===== config.mk =====
export PLATFORM = sky130hd
export DESIGN_NAME = teas_match
export DESIGN_NICKNAME = d
export VERILOG_FILES = /design/src/rtl/teas_pkg.sv /design/src/rtl/teas_match.sv
export SDC_FILE = /design/constraint.sdc
export NUM_CORES = 1
export LEC_CHECK = 0
export ABC_CLOCK_PERIOD_IN_PS = 800
export BUFFER_PORTS_ARGS = -buffer_cell sky130_fd_sc_hd__clkbuf_2
export CORE_MARGIN = 2
export CORE_UTILIZATION = 42
export DETAILED_ROUTE_END_ITERATION = 6
export PLACE_DENSITY = 0.77
export SYNTH_ARGS = -nofsm -noshare
export SYNTH_HDL_FRONTEND = slang
export SYNTH_SLANG_ARGS = --single-unit

===== constraint.sdc =====
create_clock -name clk -period 0.8 [get_ports clk]
set_clock_uncertainty 0.05 [all_clocks]
set_input_delay 0.04 -clock clk [delete_from_list [all_inputs] [get_ports clk]]
set_output_delay 0.04 -clock clk [all_outputs]
set_load 0.02 [all_outputs]

===== src/rtl/teas_pkg.sv =====
`timescale 1ns / 1ps
// ----------------------------------------------------------------------------
// teas_pkg
// Shared types and codes for the triangle edge adjacency search.
// ----------------------------------------------------------------------------
package teas_pkg;

	localparam int VERT_W = 16;
	localparam int TRI_W  = 10;
	localparam int CNT_W  = 11;

	// Command codes
	localparam logic CMD_LOAD  = 1'b0;
	localparam logic CMD_QUERY = 1'b1;

	// Result status codes
	localparam logic [1:0] STATUS_FOUND = 2'd0;
	localparam logic [1:0] STATUS_NONE  = 2'd1;
	localparam logic [1:0] STATUS_RANGE = 2'd2;

	// Three vertex indices of one triangle, corner a in the top slot
	typedef logic [2:0][VERT_W-1:0] corners_t;

	typedef struct packed {
		logic              cmd;
		logic [TRI_W-1:0]  triangle;
		logic [VERT_W-1:0] corner_a;
		logic [VERT_W-1:0] corner_b;
		logic [VERT_W-1:0] corner_c;
	} teas_in_t;

	typedef struct packed {
		logic [TRI_W-1:0]  neighbour_triangle;
		logic [VERT_W-1:0] shared_first;
		logic [VERT_W-1:0] shared_second;
		logic [1:0]        status;
		logic              last;
		logic              truncated;
	} teas_out_t;

	// Compare stage result toward the control
	typedef struct packed {
		logic              valid;
		logic              hit;
		logic [VERT_W-1:0] shared_first;
		logic [VERT_W-1:0] shared_second;
	} teas_match_t;

	// One buffered neighbour
	typedef struct packed {
		logic [TRI_W-1:0]  triangle;
		logic [VERT_W-1:0] shared_first;
		logic [VERT_W-1:0] shared_second;
	} teas_nb_t;

endpackage


===== src/rtl/teas_match.sv =====
`timescale 1ns / 1ps
// ----------------------------------------------------------------------------
// teas_match
// Registered compare of the query corners against one scanned entry.
// ----------------------------------------------------------------------------
module teas_match import teas_pkg::*; (
	input  logic        clk,
	input  logic        arst_n,
	input  logic        valid,
	input  corners_t    query,
	input  corners_t    entry,
	output teas_match_t match
);

	logic [2:0] hit;
	logic       two;
	logic [VERT_W-1:0] first_v;
	logic [VERT_W-1:0] second_v;

	logic              valid_s2;
	logic              hit_s2;
	logic [VERT_W-1:0] first_s2;
	logic [VERT_W-1:0] second_s2;

	// Per query corner: does it occur anywhere in the entry
	always_comb begin
		for (int j = 0; j < 3; j++) begin
			hit[j] = (query[j] == entry[0]) || (query[j] == entry[1]) ||
				(query[j] == entry[2]);
		end
	end

	// Exactly two hits; pick the two corners in query order
	// Slot 2 holds corner a, slot 0 corner c
	assign two      = ($countones(hit) == 2);
	assign first_v  = hit[2] ? query[2] : query[1];
	assign second_v = hit[0] ? query[0] : query[1];

	// Stage valid
	always_ff @(posedge clk or negedge arst_n) begin
		if (!arst_n) begin
			valid_s2 <= 1'b0;
		end else begin
			valid_s2 <= valid;
		end
	end

	// Stage data
	always_ff @(posedge clk) begin
		hit_s2    <= two;
		first_s2  <= first_v;
		second_s2 <= second_v;
	end

	assign match = '{valid: valid_s2, hit: hit_s2, shared_first: first_s2,
		shared_second: second_s2};

endmodule


# Yosys cells after proc, flatten, opt, wreduce, memory -nomap -nowiden
# Index checks and enable logic that the tools add are counted.
# totals
regBits	34
wordCells	24
output_inout_bits	34
inputBits	99
# classes
muxes	2
eq_ne	10
n_addsub	2
reduce_logical	6
# op_table
operator	count
== test 16 bit	9
two-way mux 16 bit	2
logical OR 1 bit	6
adder 2 x 1 -> 3 bit	1
== test 3 x 2 -> 1 bit (second input constant)	1
adder 1 x 1 -> 2 bit	1

# Depth between registers and ports, before layout
# logic_depth
word_depth	6
ltp_mapped	8
depth_no_buf	7

# Least setup slack after synthesis
# OpenSTA, ideal clock, no wires.
# synth_path
kind	input port to flip-flop
startpoint	input entry[24] in the netlist's numbering
endpoint	register hit_s2
slack_ns	-0.897
setup_time_ns	0.114
required_ns	0.636
arrival_time_ns	1.533
path_buffers	1
stages	8
path_cell_list	xor2_1 -> nor4_1 -> nand4_1 -> nand3_2 -> buf_4 -> inv_1 -> fa_1 -> nor2b_1
# synth_between
elab_chain_len	6
word_cells_on_any_way	12
cone_classes	add/sub: 2; eq/ne: 4; reduce/logical: 6
# synth_lines
item	line	source
start, declared	teas_match.sv:11	input corners_t entry,
== test 16 bit	teas_match.sv:28	hit[j] = (query[j] == entry[0]) || (query[j] == entry[1]) ||
logical OR 1 bit (2 in series)	teas_match.sv:28	
adder 1 x 1 -> 2 bit (implied by the code)	teas_match.sv:35	assign two = ($countones(hit) == 2);
adder 2 x 1 -> 3 bit (implied by the code) (*)	teas_match.sv:35	
== test 3 x 2 -> 1 bit (*)	teas_match.sv:35	
via two	teas_match.sv:16	logic two;
end signal, assigned	teas_match.sv:50	hit_s2 <= two;
end, declared	teas_match.sv:21	logic hit_s2;
# Mark *: on every way through the listed nets, which the timed path passes. The rest lies on a longest branch.

# Worst setup path after layout
# layout_path
startpoint	input entry[9] in the netlist's numbering
endpoint	register first_s2[10]
# layout_between
elab_chain_len	4
# layout_lines
item	line	source
== test 16 bit	teas_match.sv:28	
logical OR 1 bit (2 in series)	teas_match.sv:28	
two-way mux 16 bit	teas_match.sv:36	assign first_v = hit[2] ? query[2] : query[1];
via first_v[10]	teas_match.sv:17	logic [VERT_W-1:0] first_v;
end signal, assigned	teas_match.sv:51	first_s2 <= first_v;
end, declared	teas_match.sv:22	logic [VERT_W-1:0] first_s2;
# The timed path passes the listed nets, and every way through them passes these cells.

==> results.md <==
- Root buffer cell: clkbuf_8
- Cts bufs inserted: 5
- Clk pwr share: 0.249
- Critical Path RT: 930 ps
- Status: finished, violations left
- Final hold vios: 6
- Router iterations before antenna repair: 4
- Final Max Tran Viols: 0
- Placed cell area: 3930 µm²
- Tcrit/Tclk final: 1.989
- Sequential power share: 0.335
- Clock transition at path regs: 80 ps
- Slack of the critical path: -791.6 ps
- Hold Crit Class: in2reg
- Core Footprint: 6350 µm²
- Critical path class: in2reg
- Mux share of post-synthesis cell area: 0.1436
- Syn. warnings: 0
- Chip height: 84.85 µm
- Pwr dens: 1140 nW/µm²
- Final ANT Viol Nets: 0
- Vias in the first global route: 3,040
- Slew margin rel.: 0.7592
- Post-Layout Inst Area: 4863 µm²
- CTS tree: done
- Sw frac: 0.3309
- Crit-path max FO: 6
- Total track usage: 0.2881
- Syn_nets: 365
- Total grt overflow: 0
- Layout cell share with drive strength beyond 1: 0.6315
- Clk buf depth: 2
- Initial DRC count: 115
- Tmin final: 1592 ps
- Startpoint Class: input port
- Max IR drop VDD: 0.0008913 V
- Largest family of logic cells by synthesized area: XOR/XNOR gates
- Synth Area in Compound Gates: 0
- Total internal power: 3.710 mW
- Leakage: 2.130 nW
- Max Cap Viol: 0
- XOR/XNOR share of the synthesized area: 0.4594
- Post-Route WL: 10,730 µm
- Pin count of the biggest net entering global routing: 11
- Ports: 133
- GP Congestion: 0.9656
- RSZ-0062 raised after global routing: true
- Net Sw Power: 1.834 mW
- Antenna violations before repair: 0
- DP HPWL: 8213 µm
- Failing checks: negative hold slack, negative setup slack
- CP arrival: 1720 ps
- H-tree depth: 2
- Number of port buffers: 132
- Fillers: 440
- Diode count: 0
- Synthesized instance count: 265
- DIE AREA: 7199 µm²
- Vias per cell: 5.126
- Register area share after synthesis: 0.2498
- Worst hold slack: -69.06 ps
- Most common cell after layout, fill and taps aside: xnor2_1
- Post-Synth Simple-Gate Area: 0.1231
- Synthesized cell area: 2745 µm²
- CP endpoint kind: flip-flop
- Initial Util: 0.4323
- Design Power: 5.544 mW
- CTS Sinks: 34
- Global-route wire length before repair: 15,770 µm
- Area Overhead vs Synth: 77.16%
- Synth unique cells: 17
- Wire length per cell: 19.82 µm
- CTS Hold Buffers Added: 3
- Setup violations, final: 67
- Adder-Cell Fraction of Synth Area: 0.007293
- Post-route DRC: 0
- Average size of a mapped cell: 10.36 µm²
- Vias: 2,773
- Commonest non-fill, non-tap cells in the layout: 83 x xnor2_1, 82 x clkbuf_2, 44 x xor2_1, 44 x buf_4, 37 x buf_8
- Worst-Margin Slew: 358.6 ps
- Combinational power share: 0.416
- Fmax: 628.3 MHz
- FP Rows: 29
- Die width: 84.85 µm
- Nets: 563
- Synthesis-stage register bit count: 34
## state kept, by name, summed over array words and instances, names as in the netlist
signal and cells:
second_s2 16, hit_s2 1, first_s2 16, valid_s2 1
## cell type report
cell class	instances	area, µm²	share of cell area
clock inverters	1	5.005	0.001029
well taps	77	96.34	0.01981
flip-flops and latches	34	724.4	0.1490
clock buffers	7	86.33	0.01775
inverters	1	3.754	0.0007718
repair buffers	195	1678	0.3450
multi-input cells	226	2270	0.4667
## metal layers
layer | up-vias | routed length, µm | part of all wire | GRT usage
met4 | 0 | 177 | 0.017 | 0.07071
met2 | 112 | 5480 | 0.51 | 0.5147
met3 | 14 | 618 | 0.058 | 0.04767
met1 | 1329 | 4449 | 0.41 | 0.3616
met5 | - | 0 | 0 | 0
li1 | 1318 | - | - | -
## what timing repair did
| action | in CTS | in global routing |
|---|---|---|
| resized for setup | 120 | 98 |
| setup endpoints to repair | 67 | 67 |
| buffers inserted | 1 | 5 |
| pin swaps | 10 | 14 |
| cloned | 1 | 0 |
| endpoints found under the hold margin | 6 | 6 |
## worst max-delay path, stage by stage
cell	delay, ps
clkbuf_2	140
xor2_1	220
nor4_2	340
nand4_1	210
nand3_4	180
buf_4	130
buf_6	120
mux2_2	340
## final timing paths
path	startpoint	to	slack, ps	depth (start not counted)
max	entry[9]	first_s2[10]$_DFF_P_	-790	8
max in group asynchronous	arst_n	valid_s2$_DFF_PN0_	80	3
min	query[45]	first_s2[13]$_DFF_P_	-70	2
min in group asynchronous	arst_n	valid_s2$_DFF_PN0_	520	3
## synthesized netlist by cell type
master / number / area share
mux2_4: 9 / 0.049
xor2_1: 48 / 0.15
nor3_1: 1 / 0.0018
nor3_4: 1 / 0.0059
inv_1: 1 / 0.0014
fa_1: 1 / 0.0073
nor4_1: 15 / 0.034
mux2_2: 23 / 0.094
dfrtp_1: 1 / 0.0091
nand4_1: 27 / 0.062
xnor2_1: 96 / 0.31
nor4_2: 3 / 0.014
dfxtp_1: 33 / 0.24
buf_12: 1 / 0.0073
nor2b_1: 1 / 0.0023
buf_4: 3 / 0.0082
nand3_2: 1 / 0.0036
## power by group through the flow
stage	registers (mW)	logic (mW)	clock network, mW
2_1_floorplan	1.95	0.745	0
3_3_place_gp	1.84	1.88	0
3_5_place_dp	1.84	1.88	0
4_1_cts	1.83	2.12	1.43
5_1_grt	1.86	2.42	1.46
6_report	1.86	2.31	1.38
## metrics by stage
stage | setup slack [ps] | utilization | std cells | TNS, ps
after floorplan | -852.1 | - | 265 | -17770
after global placement | -1209 | 0.6189 | 524 | -35500
after detailed placement | -1198 | 0.6189 | 524 | -35900
after CTS | -737.1 | 0.7180 | 537 | -22950
after global routing | -875.4 | 0.7659 | 541 | -27130
final | -791.6 | 0.7659 | 541 | -25330
## kinds of logic (layout without fill, tap and decap cells)
family	count (synthesis)	after routing
adder cells (fa/ha/maj)	1	1
multiplexers	32	32
AND/OR/NAND/NOR	49	49
flip-flops	34	34
buffers and inverters	5	204
XOR/XNOR	144	144
Note: power is estimated with default switching activity, not from simulation.
